### src/rtl/olid_pkg.sv
// Shared types and constants for the operand-latched integer divider.
// No dependencies; imported by every module of the block.
package olid_pkg;

   localparam int WIDTH_DEFAULT = 32;
   localparam int FIELD_WIDTH   = 32;
   localparam int QUEUE_DEPTH   = 2;

   // req_type codes
   localparam logic REQ_DIVIDEND = 1'b0;
   localparam logic REQ_DIVISOR  = 1'b1;

   typedef struct packed {
      logic neg_q;
      logic neg_r;
      logic unknown;
   } olid_flags_type;

   typedef enum logic [1:0] {
      ST_IDLE,
      ST_DIVIDE,
      ST_FIXUP,
      ST_HOLD
   } olid_state_type;

endpackage

### src/rtl/olid_front.sv
// Front end: holds both operands and the mode register, classifies each beat.
// Depends on olid_pkg.
module olid_front #(
   parameter int WIDTH = olid_pkg::WIDTH_DEFAULT
) (
   input  logic                                clock,
   input  logic                                reset,
   input  logic                                csr_valid,
   output logic                                csr_ready,
   input  logic                                csr_signed_mode,
   input  logic                                req_valid,
   output logic                                req_stall,
   input  logic                                req_type,
   input  logic [olid_pkg::FIELD_WIDTH-1:0]    req_operand_value,
   input  logic                                req_operand_unknown,
   input  logic                                queue_full,
   output logic                                push,
   output logic [WIDTH-1:0]                    job_a,
   output logic [WIDTH-1:0]                    job_b,
   output olid_pkg::olid_flags_type            job_flags
);
   import olid_pkg::*;

   logic             signed_mode_ff;
   logic [WIDTH-1:0] dividend_ff, dividend_in;
   logic [WIDTH-1:0] divisor_ff, divisor_in;
   logic             dividend_unk_ff, dividend_unk_in;
   logic             divisor_unk_ff, divisor_unk_in;
   logic [WIDTH-1:0] value;
   logic             sign_a, sign_b;

   assign csr_ready = 1'b1;
   assign req_stall = queue_full;
   assign push      = req_valid && !req_stall;
   assign value     = WIDTH'(req_operand_value);

   always_comb begin
      dividend_in     = dividend_ff;
      divisor_in      = divisor_ff;
      dividend_unk_in = dividend_unk_ff;
      divisor_unk_in  = divisor_unk_ff;
      if (req_type == REQ_DIVIDEND) begin
         dividend_in     = value;
         dividend_unk_in = req_operand_unknown;
      end else begin
         divisor_in      = value;
         divisor_unk_in  = req_operand_unknown;
      end
   end

   // classify against the pair as it stands after this beat
   always_comb begin
      sign_a            = signed_mode_ff && dividend_in[WIDTH-1];
      sign_b            = signed_mode_ff && divisor_in[WIDTH-1];
      job_a             = sign_a ? (~dividend_in + 1'b1) : dividend_in;
      job_b             = sign_b ? (~divisor_in + 1'b1) : divisor_in;
      job_flags.neg_q   = sign_a ^ sign_b;
      job_flags.neg_r   = sign_a;
      job_flags.unknown = dividend_unk_in || divisor_unk_in || (divisor_in == '0);
   end

   always_ff @(posedge clock) begin
      if (reset) begin
         signed_mode_ff  <= 1'b0;
         dividend_ff     <= '0;
         divisor_ff      <= '0;
         dividend_unk_ff <= 1'b1;
         divisor_unk_ff  <= 1'b1;
      end else begin
         if (csr_valid && csr_ready)
            signed_mode_ff <= csr_signed_mode;
         if (push) begin
            dividend_ff     <= dividend_in;
            divisor_ff      <= divisor_in;
            dividend_unk_ff <= dividend_unk_in;
            divisor_unk_ff  <= divisor_unk_in;
         end
      end
   end

endmodule

### src/rtl/olid_queue.sv
// Small FIFO of classified jobs between front and back.
// Depends on olid_pkg for the default depth.
module olid_queue #(
   parameter int DATA_WIDTH = 8,
   parameter int DEPTH      = olid_pkg::QUEUE_DEPTH
) (
   input  logic                  clock,
   input  logic                  reset,
   input  logic                  push,
   input  logic [DATA_WIDTH-1:0] push_data,
   input  logic                  pop,
   output logic [DATA_WIDTH-1:0] pop_data,
   output logic                  full,
   output logic                  not_empty
);
   import olid_pkg::*;

   localparam int PTR_W = (DEPTH > 1) ? $clog2(DEPTH) : 1;
   localparam int CNT_W = $clog2(DEPTH + 1);

   logic [DATA_WIDTH-1:0] entry_ff [DEPTH];
   logic [PTR_W-1:0]      wr_ptr_ff, wr_ptr_in;
   logic [PTR_W-1:0]      rd_ptr_ff, rd_ptr_in;
   logic [CNT_W-1:0]      count_ff, count_in;
   logic                  do_push, do_pop;

   assign full      = (count_ff == CNT_W'(DEPTH));
   assign not_empty = (count_ff != '0);
   assign do_push   = push && !full;
   assign do_pop    = pop && not_empty;
   assign pop_data  = entry_ff[rd_ptr_ff];

   always_comb begin
      wr_ptr_in = wr_ptr_ff;
      rd_ptr_in = rd_ptr_ff;
      count_in  = count_ff;
      if (do_push)
         wr_ptr_in = (wr_ptr_ff == PTR_W'(DEPTH - 1)) ? '0 : wr_ptr_ff + 1'b1;
      if (do_pop)
         rd_ptr_in = (rd_ptr_ff == PTR_W'(DEPTH - 1)) ? '0 : rd_ptr_ff + 1'b1;
      if (do_push && !do_pop)
         count_in = count_ff + 1'b1;
      else if (do_pop && !do_push)
         count_in = count_ff - 1'b1;
   end

   always_ff @(posedge clock) begin
      if (reset) begin
         wr_ptr_ff <= '0;
         rd_ptr_ff <= '0;
         count_ff  <= '0;
      end else begin
         wr_ptr_ff <= wr_ptr_in;
         rd_ptr_ff <= rd_ptr_in;
         count_ff  <= count_in;
      end
   end

   always_ff @(posedge clock) begin
      if (do_push)
         entry_ff[wr_ptr_ff] <= push_data;
   end

endmodule

### src/rtl/olid_divider.sv
// Back end: radix-2 restoring divider with sign fix-up and output register.
// Depends on olid_pkg.
module olid_divider #(
   parameter int WIDTH = olid_pkg::WIDTH_DEFAULT
) (
   input  logic                             clock,
   input  logic                             reset,
   input  logic                             job_valid,
   output logic                             pop,
   input  logic [WIDTH-1:0]                 job_a,
   input  logic [WIDTH-1:0]                 job_b,
   input  olid_pkg::olid_flags_type         job_flags,
   output logic                             rsp_valid,
   input  logic                             rsp_stall,
   output logic [olid_pkg::FIELD_WIDTH-1:0] rsp_quotient,
   output logic [olid_pkg::FIELD_WIDTH-1:0] rsp_remainder,
   output logic                             rsp_result_unknown
);
   import olid_pkg::*;

   localparam int CNT_W = $clog2(WIDTH);

   olid_state_type   state_ff, state_in;
   olid_flags_type   flags_ff;
   logic [WIDTH-1:0] divisor_ff;
   logic [WIDTH-1:0] quo_ff;
   logic [WIDTH-1:0] rem_ff;
   logic [CNT_W-1:0] cnt_ff;
   logic [WIDTH-1:0] quo_out_ff, rem_out_ff;
   logic             unk_out_ff;
   logic [WIDTH:0]   shifted, diff;
   logic             fits;

   // one quotient bit per cycle
   always_comb begin
      shifted = {rem_ff, quo_ff[WIDTH-1]};
      diff    = shifted - {1'b0, divisor_ff};
      fits    = !diff[WIDTH];
   end

   always_comb begin
      state_in = state_ff;
      case (state_ff)
         ST_IDLE:   if (job_valid) state_in = job_flags.unknown ? ST_FIXUP : ST_DIVIDE;
         ST_DIVIDE: if (cnt_ff == CNT_W'(WIDTH - 1)) state_in = ST_FIXUP;
         ST_FIXUP:  state_in = ST_HOLD;
         ST_HOLD:   if (!rsp_stall) state_in = ST_IDLE;
         default:   state_in = ST_IDLE;
      endcase
   end

   always_comb begin
      pop       = (state_ff == ST_IDLE) && job_valid;
      rsp_valid = (state_ff == ST_HOLD);
   end

   always_ff @(posedge clock) begin
      if (reset)
         state_ff <= ST_IDLE;
      else
         state_ff <= state_in;
   end

   always_ff @(posedge clock) begin
      case (state_ff)
         ST_IDLE: begin
            if (pop) begin
               quo_ff     <= job_a;
               rem_ff     <= '0;
               divisor_ff <= job_b;
               flags_ff   <= job_flags;
               cnt_ff     <= '0;
            end
         end
         ST_DIVIDE: begin
            rem_ff <= fits ? diff[WIDTH-1:0] : shifted[WIDTH-1:0];
            quo_ff <= {quo_ff[WIDTH-2:0], fits};
            cnt_ff <= cnt_ff + 1'b1;
         end
         ST_FIXUP: begin
            unk_out_ff <= flags_ff.unknown;
            if (flags_ff.unknown) begin
               quo_out_ff <= '0;
               rem_out_ff <= '0;
            end else begin
               quo_out_ff <= flags_ff.neg_q ? (~quo_ff + 1'b1) : quo_ff;
               rem_out_ff <= flags_ff.neg_r ? (~rem_ff + 1'b1) : rem_ff;
            end
         end
         default: ;
      endcase
   end

   assign rsp_quotient       = FIELD_WIDTH'(quo_out_ff);
   assign rsp_remainder      = FIELD_WIDTH'(rem_out_ff);
   assign rsp_result_unknown = unk_out_ff;

endmodule

### src/rtl/operand_latched_integer_divider.sv
// Operand-latched integer divider, top level: front end, job queue, divider back end.
// Depends on olid_pkg, olid_front, olid_queue, olid_divider.
//
// Each accepted req beat replaces the dividend or the divisor and yields one rsp beat
// with quotient, remainder and an unknown flag. The front end takes a beat in the
// cycle it arrives while the two-entry job queue has room, so up to two beats can be
// taken while the divider is busy or a result waits on rsp_stall. The divider is a
// radix-2 restoring loop retiring one quotient bit per cycle; an item passes through the
// back end as take from queue, WIDTH loop steps, sign fix-up and output beat; an item
// with an unknown operand or zero divisor skips the loop. Sustained rate is set by that
// loop. csr_signed_mode is always ready and should be written only while the block is idle.
module operand_latched_integer_divider #(
   parameter int WIDTH = olid_pkg::WIDTH_DEFAULT
) (
   input  logic                             clock,
   input  logic                             reset,
   input  logic                             csr_valid,
   output logic                             csr_ready,
   input  logic                             csr_signed_mode,
   input  logic                             req_valid,
   output logic                             req_stall,
   input  logic                             req_type,
   input  logic [olid_pkg::FIELD_WIDTH-1:0] req_operand_value,
   input  logic                             req_operand_unknown,
   output logic                             rsp_valid,
   input  logic                             rsp_stall,
   output logic [olid_pkg::FIELD_WIDTH-1:0] rsp_quotient,
   output logic [olid_pkg::FIELD_WIDTH-1:0] rsp_remainder,
   output logic                             rsp_result_unknown
);
   import olid_pkg::*;

   localparam int FLAGS_W = $bits(olid_flags_type);
   localparam int JOB_W   = 2 * WIDTH + FLAGS_W;

   logic             push, pop, queue_full, queue_not_empty;
   logic [WIDTH-1:0] front_a, front_b, back_a, back_b;
   olid_flags_type   front_flags, back_flags;
   logic [JOB_W-1:0] push_data, pop_data;

   olid_front #(.WIDTH(WIDTH)) u_front (
      .clock               (clock),
      .reset               (reset),
      .csr_valid           (csr_valid),
      .csr_ready           (csr_ready),
      .csr_signed_mode     (csr_signed_mode),
      .req_valid           (req_valid),
      .req_stall           (req_stall),
      .req_type            (req_type),
      .req_operand_value   (req_operand_value),
      .req_operand_unknown (req_operand_unknown),
      .queue_full          (queue_full),
      .push                (push),
      .job_a               (front_a),
      .job_b               (front_b),
      .job_flags           (front_flags)
   );

   assign push_data = {front_flags, front_a, front_b};

   olid_queue #(.DATA_WIDTH(JOB_W), .DEPTH(QUEUE_DEPTH)) u_queue (
      .clock     (clock),
      .reset     (reset),
      .push      (push),
      .push_data (push_data),
      .pop       (pop),
      .pop_data  (pop_data),
      .full      (queue_full),
      .not_empty (queue_not_empty)
   );

   assign {back_flags, back_a, back_b} = pop_data;

   olid_divider #(.WIDTH(WIDTH)) u_divider (
      .clock              (clock),
      .reset              (reset),
      .job_valid          (queue_not_empty),
      .pop                (pop),
      .job_a              (back_a),
      .job_b              (back_b),
      .job_flags          (back_flags),
      .rsp_valid          (rsp_valid),
      .rsp_stall          (rsp_stall),
      .rsp_quotient       (rsp_quotient),
      .rsp_remainder      (rsp_remainder),
      .rsp_result_unknown (rsp_result_unknown)
   );

endmodule

### config.mk
export PLATFORM = sky130hd
export DESIGN_NAME = operand_latched_integer_divider
export DESIGN_NICKNAME = d
export VERILOG_FILES = /design/src/rtl/olid_pkg.sv /design/src/rtl/olid_front.sv /design/src/rtl/olid_queue.sv /design/src/rtl/olid_divider.sv /design/src/rtl/operand_latched_integer_divider.sv
export SDC_FILE = /design/constraint.sdc
export NUM_CORES = 1
export LEC_CHECK = 0
export BUFFER_PORTS_ARGS = -buffer_cell sky130_fd_sc_hd__buf_2
export CORE_MARGIN = 3
export CORE_UTILIZATION = 53
export DETAILED_ROUTE_END_ITERATION = 10
export GPL_TIMING_DRIVEN = 0
export PLACE_DENSITY = 0.71
export SETUP_SLACK_MARGIN = 0.4
export SLEW_MARGIN = 10
export SYNTH_ARGS = -nofsm -noshare
export SYNTH_HDL_FRONTEND = slang
export SYNTH_SLANG_ARGS = --single-unit
### constraint.sdc
create_clock -name clock -period 5.7 [get_ports clock]
set_input_delay 0.57 -clock clock [delete_from_list [all_inputs] [get_ports clock]]
set_output_delay 0.57 -clock clock [all_outputs]
set_load 0.005 [all_outputs]
; ---- Word level (Yosys, flattened, before mapping)
; Memory sizes are Yosys's and may differ from the RTL's. A register that Yosys moved wholly into a read port is not among the register bits.
; Index checks and enable logic that the tools add are counted.
[totals]
wordCells = 94
reg_bits = 242
latchBits = 0
in_bits = 40
mem_count = 1
romBits = 0
mem_bits_rw = 134
[op_classes]
eq_ne = 9
order_cmp = 0
shift = 0
n_mux = 28
reduce_logical = 22
addsub = 10
div_mod_pow = 0
bitwise = 5
mul = 0
[mem_list]
columns = name, words, width, read_ports, rd_ports_with_merged_regs, wr, line_no
row1 = u_queue.entry_ff, 2, 67, 1, 1, 1, olid_queue.sv:21  ; logic [DATA_WIDTH-1:0] entry_ff [DEPTH];
[ops]
columns = operator, n
row1 = two-way mux 32 bit, 9
row2 = adder 32 x 1 -> 32 bit (second input constant), 4
row3 = inverter 32 bit, 4
row4 = case mux 32 bit (2 select lines), 2
row5 = subtractor 33 x 32 -> 33 bit, 1
row6 = logical NOT 32 bit, 1
row7 = two-way mux 2 bit, 6
row8 = case mux 5 bit (2 select lines), 1
row9 = logical AND 1 bit, 8
row10 = two-way mux 1 bit, 8
row11 = case mux 2 bit (4 select lines), 1
row12 = == test 2 bit (second input constant), 3
row13 = nonzero test 2 bit, 3
row14 = adder 5 x 1 -> 5 bit (second input constant), 1
row15 = == test 5 bit (second input constant), 1
row16 = two-way mux 5 bit, 1
row17 = logical NOT 1 bit, 4
row18 = inequality test 2 x 1 -> 1 bit (second input constant), 2
row19 = inequality test 2 bit (second input constant), 2
row20 = AND reduction 2 bit, 2
row21 = AND reduction 3 bit, 1
row22 = adder 1 bit (second input constant), 2
row23 = adder 2 x 1 -> 2 bit (second input constant), 1
row24 = == test 2 x 1 -> 1 bit (second input constant), 1
row25 = other kinds (4), 5

; ---- Longest topological paths before layout
; Gate-level depths: netlist of the first run.
[logic_depth]
ltp_word = 8
ltp_mapped = 15

; ---- Cells and area by module
; A second synthesis of the first run with hierarchy kept.
[hier_totals]
hier_cells = 1799
area_unflattened_um2 = 19924.1
[by_module_without_submodules]
columns = module, instances, cells_per_inst, area_per_inst_um2
row1 = olid_divider, 1, 855, 9586.7
row2 = olid_front, 1, 711, 5282.6
row3 = olid_queue, 1, 233, 5054.8

; ---- Worst setup path after synthesis of the first run
; No wires, ideal clock.
[synth_path]
kind = reg-to-reg
start = reg u_divider.state_ff[1]
end = reg u_divider.cnt_ff[0] (enable)
setup_slack_ns = 0.697
path_stages_with_launch = 7
n_path_buf = 2
synth_period_minus_slack_ns = 5.003
t_arrival_ns = 4.484
setup_ns = 0.519
path_cell_list = dfxtp_1 > inv_1 > ha_1 > clkbuf_1 > clkbuf_1 > nor2_1 > a21oi_1
[synth_via]
elab_chain_len = 4
elab_cells_between_ends = 6
cone_classes = eq/ne: 2 / reduce/logical: 4
[synth_rtl]
columns = item, line_no
row1 = "start, declared", olid_divider.sv:23  ; olid_state_type state_ff, state_in;
row2 = "start signal, assigned", olid_divider.sv:61  ; state_ff <= state_in;
row3 = logical NOT 2 bit, "olid_divider.sv:53, olid_divider.sv:65"
row4 = logical AND 1 bit, olid_divider.sv:53  ; pop = (state_ff == ST_IDLE) && job_valid;
row5 = inequality test 2 bit (no source line), -
row6 = AND reduction 2 bit (no source line) (*), -
row7 = "end signal, assigned", olid_divider.sv:78  ; cnt_ff <= cnt_ff + 1'b1;
row8 = "end, declared", olid_divider.sv:28  ; logic [CNT_W-1:0] cnt_ff;
; Every way passes the cells marked *; elsewhere a longest branch is shown, timed or not.
; A chain may end at the register's enable or synchronous reset.

; ---- Worst setup path after layout of the first run
[layout_path]
start = in req_type
end = mem u_queue.entry_ff[1][28] (netlist name), data pin
[layout_via]
elab_chain_len = 4
elab_cells_between_ends = 5
cone_classes = add/sub: 1 / mux: 2 / bitwise: 1 / reduce/logical: 1
[layout_rtl]
columns = item, line_no
row1 = "start, declared", operand_latched_integer_divider.sv:22  ; input logic req_type,
row2 = two-way mux 32 bit (*), olid_front.sv:42  ; if (req_type == REQ_DIVIDEND) begin
row3 = inverter 32 bit, olid_front.sv:56  ; job_b = sign_b ? (~divisor_in + 1'b1) : divisor_in;
row4 = adder 32 x 1 -> 32 bit, olid_front.sv:56
row5 = two-way mux 32 bit (*), olid_front.sv:56
row6 = named net front_b[28], operand_latched_integer_divider.sv:37  ; logic [WIDTH-1:0] front_a, front_b, back_a, back_b;
row7 = "end, declared", olid_queue.sv:21
; The timed path passes the listed nets; every way through them passes the cells marked *.

==> impl_metrics.yaml, run 1 <==
detailed_routing:
  drtAntennaViolNets: 0
  first_pass_iters: 6
  vias: 14400
  routedWlPerCell_microns: 19.5
  routed_wl_microns: 47900
  viasPerCell: 5.86
  drc: 0
  drtIter0Drc: 1246
sta:
  rsz0062_at_grt: "false"
  setup_viol: 0
  fin_ws_ns: 0.949
  finalCritPeriodShare_pct: 83.4
  period_minus_slack_ns: 4.75
  fin_skew_ns: 0.0126
  hold_viol_final: 0
  worst_slew_pin_slew_ns: 0.890
  clock.fmax_mhz: 210
  slew_headroom_pct: 40.1
  slew_violations: 0
global_routing:
  grt-ovfl-total: 0
  met2_usage_pct: 38.0
  grt_max_degree: 67
  grt_pass1_wl_microns: 75100
  grt_usage_pct: 24.5
  grt_pass1_vias: 13700
  antenna_found_initial: 0
  busiest_layer: "met2"
  grt_use_met1_pct: 35.8
  grt_use_met3_pct: 3.82
clock_network:
  clock_latency_ns: 0.55
  post_cts_buffers: 0
  root_buffer: "clkbuf_16"
  cts_tree: "built"
  cts.sinks: 377
  hold_buffers: 0
  clk_pin_slew_ns: 0.06
  cts_max_path_buffers: 3
  cts_resized: 0
  htreeDepth: 2
  cts_made_buffers: 40
synth:
  seq_area_frac_synth_pct: 54.5
  synth_top_cell_area_share_pct: 46.9
  ys_types: 69
  synth-seq-cells: 377
  synth.most_common_cell: "edfxtp_1"
  synth_warnings: 0
  async_flop_share_pct: 0
  synthTopCellsByCount: "303 x edfxtp_1, 208 x nand2_1, 155 x a21oi_1"
  synth_top_cell_by_area: "edfxtp_1"
  syn-cell-area_sq_mm: 0.0194
  synthesis.nets: 1902
  syn-mean-instance-area_sq_um: 10.7
  synth_area_leaders: "edfxtp_1 47%, dfxtp_1 7.6%, mux2i_1 5.0%"
  synth_ff_type: "edfxtp_1"
  syn_inst: 1817
  synth_edf_count: 303
floorplan:
  initial_utilization_pct: 54.2
  die_h_microns: 197
  die-width_microns: 197
  io_pins: 108
  core-area_sq_mm: 0.0358
  rows: 69
  die_area_sq_mm: 0.0390
hold_path:
  hold_path_class: "in2reg"
setup_path:
  worstPathRequired_ns: 5.96
  crit_type: "in2reg"
  critPathLaunchType: "input port"
  critPathMaxFanout: 10
  worst_ep_arrival_time_ns: 5.01
  end_kind: "register"
finish:
  synthToLayoutAreaGrowth_pct: 13.3
  nets: 2051
  fin_area_sq_mm: 0.0220
  final_layout_size_suffix_gt1_share_pct: 13.0
  diodes: 0
power:
  switching_power_mw: 4.80
  power_mw: 12.5
  vdd_drop_max_mv: 0.259
  seq_power_share_pct: 37.8
  power_density_mw_per_mm2: 568
  p_int_mw: 7.68
  switching_share_pct: 38.5
  clockPowerShare_pct: 21.0
  pwr-share-comb_pct: 41.1
  leakagePower_nw: 8.06
placement:
  dp_hpwl_microns: 35700
  place_ws_ns: 0.541
  io_buffers: 101
  placedInstanceArea_sq_mm: 0.0207
  gp_congestion: 0.925
run:
  cap_violations: 0
run_status:
  outcome: "completed"
==> path summary, 6_finish.rpt <==
path	startpoint	endpoint	slack [ns]	depth (start not counted)
worst max-delay path	req_type	u_queue.entry_ff[1][28]	0.95	16
worst min-delay path	csr_signed_mode	u_front.signed_mode_ff	0.28	3
worst max register to register	u_divider.quo_ff[31]	u_divider.rem_ff[29]	1.54	13
worst min register to register	u_front.divisor_ff[23]	u_front.divisor_ff[23]	0.46	2
==> per-layer routing <==
| metal | wire length [microns] | share of wire [%] |
|---|---|---|
| met1 | 21700 | 45 |
| met2 | 21500 | 45 |
| met3 | 3560 | 7.4 |
| met4 | 1160 | 2.4 |
| met5 | 0 | 0 |
==> cell usage in the layout, fill, tap and decap left out, types with 11 or more instances in the layout <==
cell	Yosys	layout
edfxtp_1	303	303
nand2_1	208	208
a21oi_1	155	154
nor2_1	152	151
o21ai_0	125	125
buf_2	21	122
mux2i_1	97	97
xor2_1	83	83
dfxtp_1	74	74
clkbuf_1	64	68
inv_1	59	58
xnor2_1	57	57
nor3_1	55	55
ha_1	44	43
clkbuf_16	0	41
mux2_2	39	39
nand3_1	28	28
a211oi_1	21	21
o31ai_1	17	17
or3_1	16	16
nand4_1	13	13
buf_1	11	11
==> flip-flops by register name, indices dropped and copies added, names as in the netlist, 2 cells and up, named ones only <==
name and cells:
u_divider.cnt_ff 5, u_queue.count_ff 2, u_divider.state_ff 2, u_divider.divisor_ff 32
u_queue.entry_ff 134, u_divider.rsp_quotient 32, u_front.divisor_ff 32, u_divider.flags_ff 3
u_divider.quo_ff 32, u_divider.rem_ff 32, u_divider.rsp_remainder 32, u_front.dividend_ff 32
==> layout make-up <==
type / instances / area (sq um)
clock buffers: 46 / 1050
plain buffers: 101 / 428
repair buffers: 107 / 641
well taps: 461 / 577
flip-flops and latches: 377 / 10600
fillers: 2977 / 13800
multi-input cells: 1280 / 8220
inverters: 59 / 221
clock inverters: 27 / 279
==> critical path, cell delays in order <==
cell     delay, ns
buf_2         0.14
buf_2         0.23
buf_2         0.31
buf_2         0.33
buf_2         0.36
buf_2         0.36
buf_2         0.37
mux2i_1       0.34
ha_1          0.23
o21ai_0       0.18
or3_1         0.45
nor2_1        0.24
nand3_1       0.17
nor2_1        0.34
a21oi_1       0.14
xnor2_1       0.19
==> cells by family (layout without fill, tap and decap cells) <==
kind of cell / Yosys count / in the layout / share of synthesized area [%]
other: 1 / 1 / 0.0193
and+or+nand+nor: 560 / 560 / 13.4
muxes: 136 / 136 / 7.26
xor gates and xnor gates: 140 / 140 / 6.32
buffers and inverters: 160 / 340 / 3.35
AOI/OAI and AO/OA: 398 / 398 / 12.3
DFF: 377 / 377 / 54.5
adders and majority gates: 45 / 45 / 2.94
==> through the flow <==
| step | TNS [ns] | util, % | hold slack [ns] | std cells |
|---|---|---|---|---|
| 4_1_cts | 0 | 61.4 | 0.248 | 2458 |
| 6_report | 0 | 61.4 | 0.279 | 2458 |
| 3_3_place_gp | -72.96 | 57.2 | 0.441 | 2379 |
| 2_1_floorplan | 0 | - | 0.424 | 1817 |
| 3_5_place_dp | 0 | 57.7 | 0.447 | 2385 |
| 5_1_grt | 0 | 61.4 | 0.291 | 2458 |
==> power groups by stage <==
stage | Combinational [mW] | Sequential (mW) | Clock (mW)
after floorplan | 3.66 | 4.65 | 0
after CTS | 5.11 | 4.71 | 2.67
after global routing | 5.72 | 4.82 | 2.78
after global placement | 4.85 | 4.82 | 0
final | 5.14 | 4.72 | 2.63
after detailed placement | 5.08 | 4.77 | 0
Note: power is estimated with default switching activity, not from simulation.
==> inputs of run 2 (changes only) <==
==> constraint.sdc (replaced) <==
create_clock -name clock -period 4.58 [get_ports clock]
set_input_delay 0.458 -clock clock [delete_from_list [all_inputs] [get_ports clock]]
set_output_delay 0.458 -clock clock [all_outputs]
set_load 0.005 [all_outputs]
==> run 2 against run 1 <==
Against the previous run: combinational power is 23% higher; first-iteration DRC count is 1.8% higher; clock skew is 0.017 ns higher; clock-buffer cell count is 3 higher; sequential power is 25% higher; clock power is 20% higher; global-route usage is 0.21 points higher; worst setup slack worse by 0.34 ns; register-to-register slack worse by 0.93 ns; critical path type is now reg2reg.
==> impl_metrics.yaml, run 2 (synthesis results as in run 1) <==
setup_path:
  path_cells: "inv_1 > ha_1 > fa_1 > nor2b_1 > o2111ai_1 > a21oi_4 > o31ai_4 > a2111oi_4 > o31a_1 > clkbuf_2 > buf_2 > o21ai_0 > a21oi_1"
  critPathMaxFanout: 10
  crit_type: "reg2reg"
  cp-startpoint: "u_divider.quo_ff[31]"
  worst_ep_arrival_time_ns: 4.35
  crit-reg2reg-launch: "u_divider.quo_ff[31]"
  cp.buffers_inverters: 3
  critPathLaunchType: "register"
  slowest_delay_ns: 0.49
  worstPathRequired_ns: 4.96
  end_kind: "register"
  rrSetupSlack_ns: 0.61
  crit_slowest_cell: "a2111oi_4"
  cp_top_family: "compound AO/OA/AOI/OAI gates"
sta:
  hold_viol_final: 0
  setup_viol: 0
  fin_skew_ns: 0.0297
  rsz0062_at_grt: "false"
  whs_ns: 0.142
  clock.fmax_mhz: 252
  slew_headroom_pct: 38.3
  worst_slew_pin_slew_ns: 0.918
  period_minus_slack_ns: 3.97
  finalCritPeriodShare_pct: 86.7
  slew_violations: 0
power:
  vdd_drop_max_mv: 0.298
  leakagePower_nw: 8.05
  power_density_mw_per_mm2: 700
floorplan:
  die_area_sq_mm: 0.0390
  initial_utilization_pct: 54.2
  rows: 69
  io_pins: 108
  die_h_microns: 197
  core-area_sq_mm: 0.0358
  die-width_microns: 197
detailed_routing:
  viasPerCell: 5.83
  drc: 0
  routedWlPerCell_microns: 19.4
  routed_wl_microns: 47800
  vias: 14300
  drtAntennaViolNets: 0
  first_pass_iters: 5
  drtIter0Drc: 1268
placement:
  dp_cells: 2384
  dp_hpwl_microns: 35700
  gp_congestion: 0.939
  io_buffers: 101
finish:
  largest_register_ff_count: 134
  final_layout_size_suffix_gt1_share_pct: 13.4
  synthToLayoutAreaGrowth_pct: 13.1
  layout_common_cells: "303 x edfxtp_1, 208 x nand2_1, 154 x a21oi_1, 149 x nor2_1, 124 x o21ai_0"
  final_common_cell: "edfxtp_1"
  diodes: 0
  nets: 2050
  fin_cells: 2458
  regMostFlops: "u_queue.entry_ff"
global_routing:
  antenna_found_initial: 0
  grt_use_met3_pct: 4.01
  grt_pass1_vias: 13500
  met2_usage_pct: 38.2
  grt_max_degree: 67
  grt-ovfl-total: 0
  grt_pass1_wl_microns: 75600
  grt_use_met1_pct: 36.3
  grt_usage_pct: 24.7
  busiest_layer: "met2"
clock_network:
  cts.sinks: 377
  clk_pin_slew_ns: 0.06
  cts_made_buffers: 40
  root_buffer: "clkbuf_16"
  cts_tree: "built"
  cts_max_path_buffers: 3
  hold_buffers: 0
  htreeDepth: 2
  clock_latency_ns: 0.56
run_status:
  outcome: "completed"
hold_path:
  hold_start: "csr_signed_mode"
  hold_path_class: "in2reg"
run:
  cap_violations: 0
[run 2: cell count changes in the layout (fill, tap and decap cells not counted), moves of 3 or more]
cell	delta
clkinv_2	+5
clkinv_1	-4
buf_4	+3
inv_6	+4
bufinv_16	-3
buf_2	-5
[run 2: cell type report]
cell class / count / area (sq um)
Sequential cell: 377 / 10600
Multi-Input combinational cell: 1280 / 8260
Buffer: 101 / 442
Tap cell: 461 / 577
Clock inverter: 25 / 204
Fill cell: 2964 / 13900
Clock buffer: 49 / 1080
Inverter: 59 / 221
Timing Repair Buffer: 106 / 606
[run 2: final timing paths]
| path | end | cells past startpoint |
|---|---|---|
| worst max-delay path | u_divider.rem_ff[22] | 13 |
| worst min-delay path | u_front.signed_mode_ff | 3 |
| worst max register to register | u_divider.rem_ff[22] | 13 |
| worst min register to register | u_front.divisor_ff[29] | 2 |
[run 2: layer usage]
layer  routed length, microns  up-vias
met5                        0        -
met4                     1290        0
met3                     3420       81
met2                    21200      553
met1                    21900     6804
li1                         -     6898
[run 2: timing repair]
item | CTS | global route
cloned | 0 | 0
pin swaps | 0 | 0
setup endpoints to repair | 27 | 38
resized for setup | 5 | 10
buffers inserted | 0 | 0
[run 2: through the flow]
| step | utilization, % | power [mW] | worst slack (ns) | cell area (sq um) | setup TNS [ns] |
|---|---|---|---|---|---|
| final | 61.3 | 15.4 | 0.609 | 22000 | 0 |
| after CTS | 61.2 | 15.4 | 0.439 | 21900 | 0 |
| after detailed placement | 57.6 | 12.2 | -0.558 | 20600 | -9.32 |
| after global placement | 57.2 | 12.0 | -1.05 | 20500 | -77.04 |
| after floorplan | - | 10.3 | 0.642 | 19400 | 0 |
| after global routing | 61.3 | 16.4 | 0.414 | 22000 | 0 |
[run 2: power breakdown]
group | switching [mW] | internal, mW
clock | 1.35 | 1.81
sequential | 0.721 | 5.17
combinational | 3.94 | 2.41
total | 6.00 | 9.38
[run 2: worst min-delay path, delay by kind of cell]
family / cells / cell delay [ns]
buffers and inverters: 1 / 0.08
muxes: 1 / 0.05
and+or+nand+nor: 1 / 0.08
==> inputs of run 3 (changes only) <==
--- a/config.mk
+++ b/config.mk
@@ -10,7 +10,7 @@
 export CORE_UTILIZATION = 53
 export DETAILED_ROUTE_END_ITERATION = 10
 export GPL_TIMING_DRIVEN = 0
-export PLACE_DENSITY = 0.71
+export PLACE_DENSITY_LB_ADDON = 0.3
 export SETUP_SLACK_MARGIN = 0.4
 export SLEW_MARGIN = 10
 export SYNTH_ARGS = -nofsm -noshare
==> run 3 against run 2 <==
Against the previous run: first-iteration DRC count increased by 15%; utilization decreased by 0.15 points; sequential share of layout area increased by 0.12 points; sequential power about the same; maximum frequency decreased by 4.4%; die area unchanged; via count increased by 0.93%; register-to-register slack improved by 0.11 ns; worst setup slack got worse by 0.18 ns; clock-buffer cell count increased by 7; hold slack improved by 0.028 ns; combinational power about the same.
==> impl_metrics.yaml, run 3 (synthesis results as in run 1) <==
detailed_routing:
  vias: 14500
  routed_wl_microns: 47500
  drtAntennaViolNets: 0
  first_pass_iters: 6
  drc: 0
  viasPerCell: 5.89
  drtIter0Drc: 1457
  routedWlPerCell_microns: 19.3
sta:
  clock.fmax_mhz: 241
  hold_viol_final: 0
  fin_skew_ns: 0.0101
  period_minus_slack_ns: 4.15
  slew_violations: 0
  setup_tns_ns: 0
  worst_slew_pin_slew_ns: 1.10
  slew_headroom_pct: 26.0
  setup_viol: 0
  finalCritPeriodShare_pct: 90.7
  rsz0062_at_grt: "true"
floorplan:
  die_h_microns: 197
  core-area_sq_mm: 0.0358
  initial_utilization_pct: 54.2
  io_pins: 108
  die_area_sq_mm: 0.0390
  die-width_microns: 197
  rows: 69
clock_network:
  cts.sinks: 377
  clk_pin_slew_ns: 0.06
  cts_made_buffers: 40
  cts_tree: "built"
  cts_max_path_buffers: 3
  clock_latency_ns: 0.54
  htreeDepth: 2
  root_buffer: "clkbuf_16"
placement:
  placedInstanceArea_sq_mm: 0.0206
  dp_hpwl_microns: 35400
  gp_congestion: 0.933
  io_buffers: 101
setup_path:
  crit_type: "in2reg"
  worstPathRequired_ns: 4.84
  end_kind: "register"
  critPathMaxFanout: 10
  crit_slowest_cell: "or3_1"
  path_common_cell: "buf_4"
  cp_top_family: "buffers and inverters"
  cp.buffers_inverters: 7
  slowest_delay_ns: 0.47
  path_cells: "buf_2 > buf_2 > clkbuf_4 > buf_4 > buf_4 > buf_4 > buf_4 > mux2i_1 > ha_1 > o21ai_0 > or3_1 > nor2_2 > nand3_1 > nor2_2 > a21oi_1 > xnor2_2"
  worst_ep_arrival_time_ns: 4.41
  critPathLaunchType: "input port"
run_status:
  outcome: "completed"
global_routing:
  antenna_found_initial: 1
  grt_pass1_vias: 13700
  grt-ovfl-total: 0
  grt_usage_pct: 24.1
  grt_pass1_wl_microns: 74500
  met2_usage_pct: 37.7
  grt_max_degree: 67
  grt_use_met1_pct: 35.3
  grt_use_met3_pct: 3.07
  busiest_layer: "met2"
finish:
  layout_common_cells: "303 x edfxtp_1, 208 x nand2_1, 154 x a21oi_1, 149 x nor2_1, 124 x o21ai_0"
  multiInputGateArea_sq_mm: 0.00823
  nets: 2050
  final_common_cell: "edfxtp_1"
  largest_register_ff_count: 134
  fin_area_sq_mm: 0.0219
  final_layout_size_suffix_gt1_share_pct: 12.7
  num-fill-cells: 2906
  synthToLayoutAreaGrowth_pct: 12.9
  regMostFlops: "u_queue.entry_ff"
  seqCellArea_sq_mm: 0.0106
power:
  vdd_drop_max_mv: 0.302
  power_mw: 15.3
  power_density_mw_per_mm2: 699
  leakagePower_nw: 8.03
run:
  cap_violations: 0
hold_path:
  hold_path_class: "in2reg"
run 3: tightest hold or removal path, delay by kind of cell:
family                 cells  cell delay (ns)
buffers and inverters      1             0.08
muxes                      1             0.06
and+or+nand+nor            1             0.08
run 3: repair_timing:
| item | CTS | global route |
|---|---|---|
| pin swaps | 0 | 0 |
| buffers inserted | 0 | 0 |
| resized for setup | 5 | 6 |
| hold buffers | 0 | 0 |
| endpoints found under the setup margin | 26 | 30 |
run 3: metrics by stage:
step / std cells / hold slack (ns) / util [%] / setup slack, ns
6_report: 2455 / 0.170 / 61.2 / 0.427
5_1_grt: 2455 / 0.178 / 61.2 / 0.381
4_1_cts: 2454 / 0.152 / 61.1 / 0.493
3_5_place_dp: 2384 / 0.440 / 57.6 / -0.546
3_3_place_gp: 2379 / 0.440 / 57.2 / -1.04
2_1_floorplan: 1817 / 0.424 / - / 0.642
run 3: per-layer routing:
metal | share of wire (%) | up-vias
met5 | 0 | -
met4 | 3.2 | 0
met1 | 45 | 6852
met2 | 44 | 613
met3 | 7.6 | 97
li1 | - | 6908
run 3: layout make-up:
class                           count  share of cell area (%)
Inverter                           59                    1.01
Multi-Input combinational cell   1280                    37.6
Timing Repair Buffer              106                    2.83
Tap cell                          461                    2.63
Clock inverter                     14                   0.605
Buffer                            101                    2.02
Clock buffer                       56                    5.03
Antenna cell                        1                  0.0114
Sequential cell                   377                    48.3
run 3: path summary, 6_finish.rpt:
path | cells past startpoint | to | from | slack [ns]
worst max-delay path | 16 | u_queue.entry_ff[0][30] | req_type | 0.43
worst min-delay path | 3 | u_front.signed_mode_ff | csr_signed_mode | 0.17
worst max register to register | 13 | u_divider.rem_ff[20] | u_divider.quo_ff[31] | 0.72
worst min register to register | 0 | u_divider.rsp_result_unknown | u_divider.flags_ff[0] | 0.45
run 3: power breakdown:
group	internal, mW	switching, mW	leakage [nW]
combinational	2.42	3.92	3.92
sequential	5.17	0.719	3.51
clock	1.80	1.29	0.605
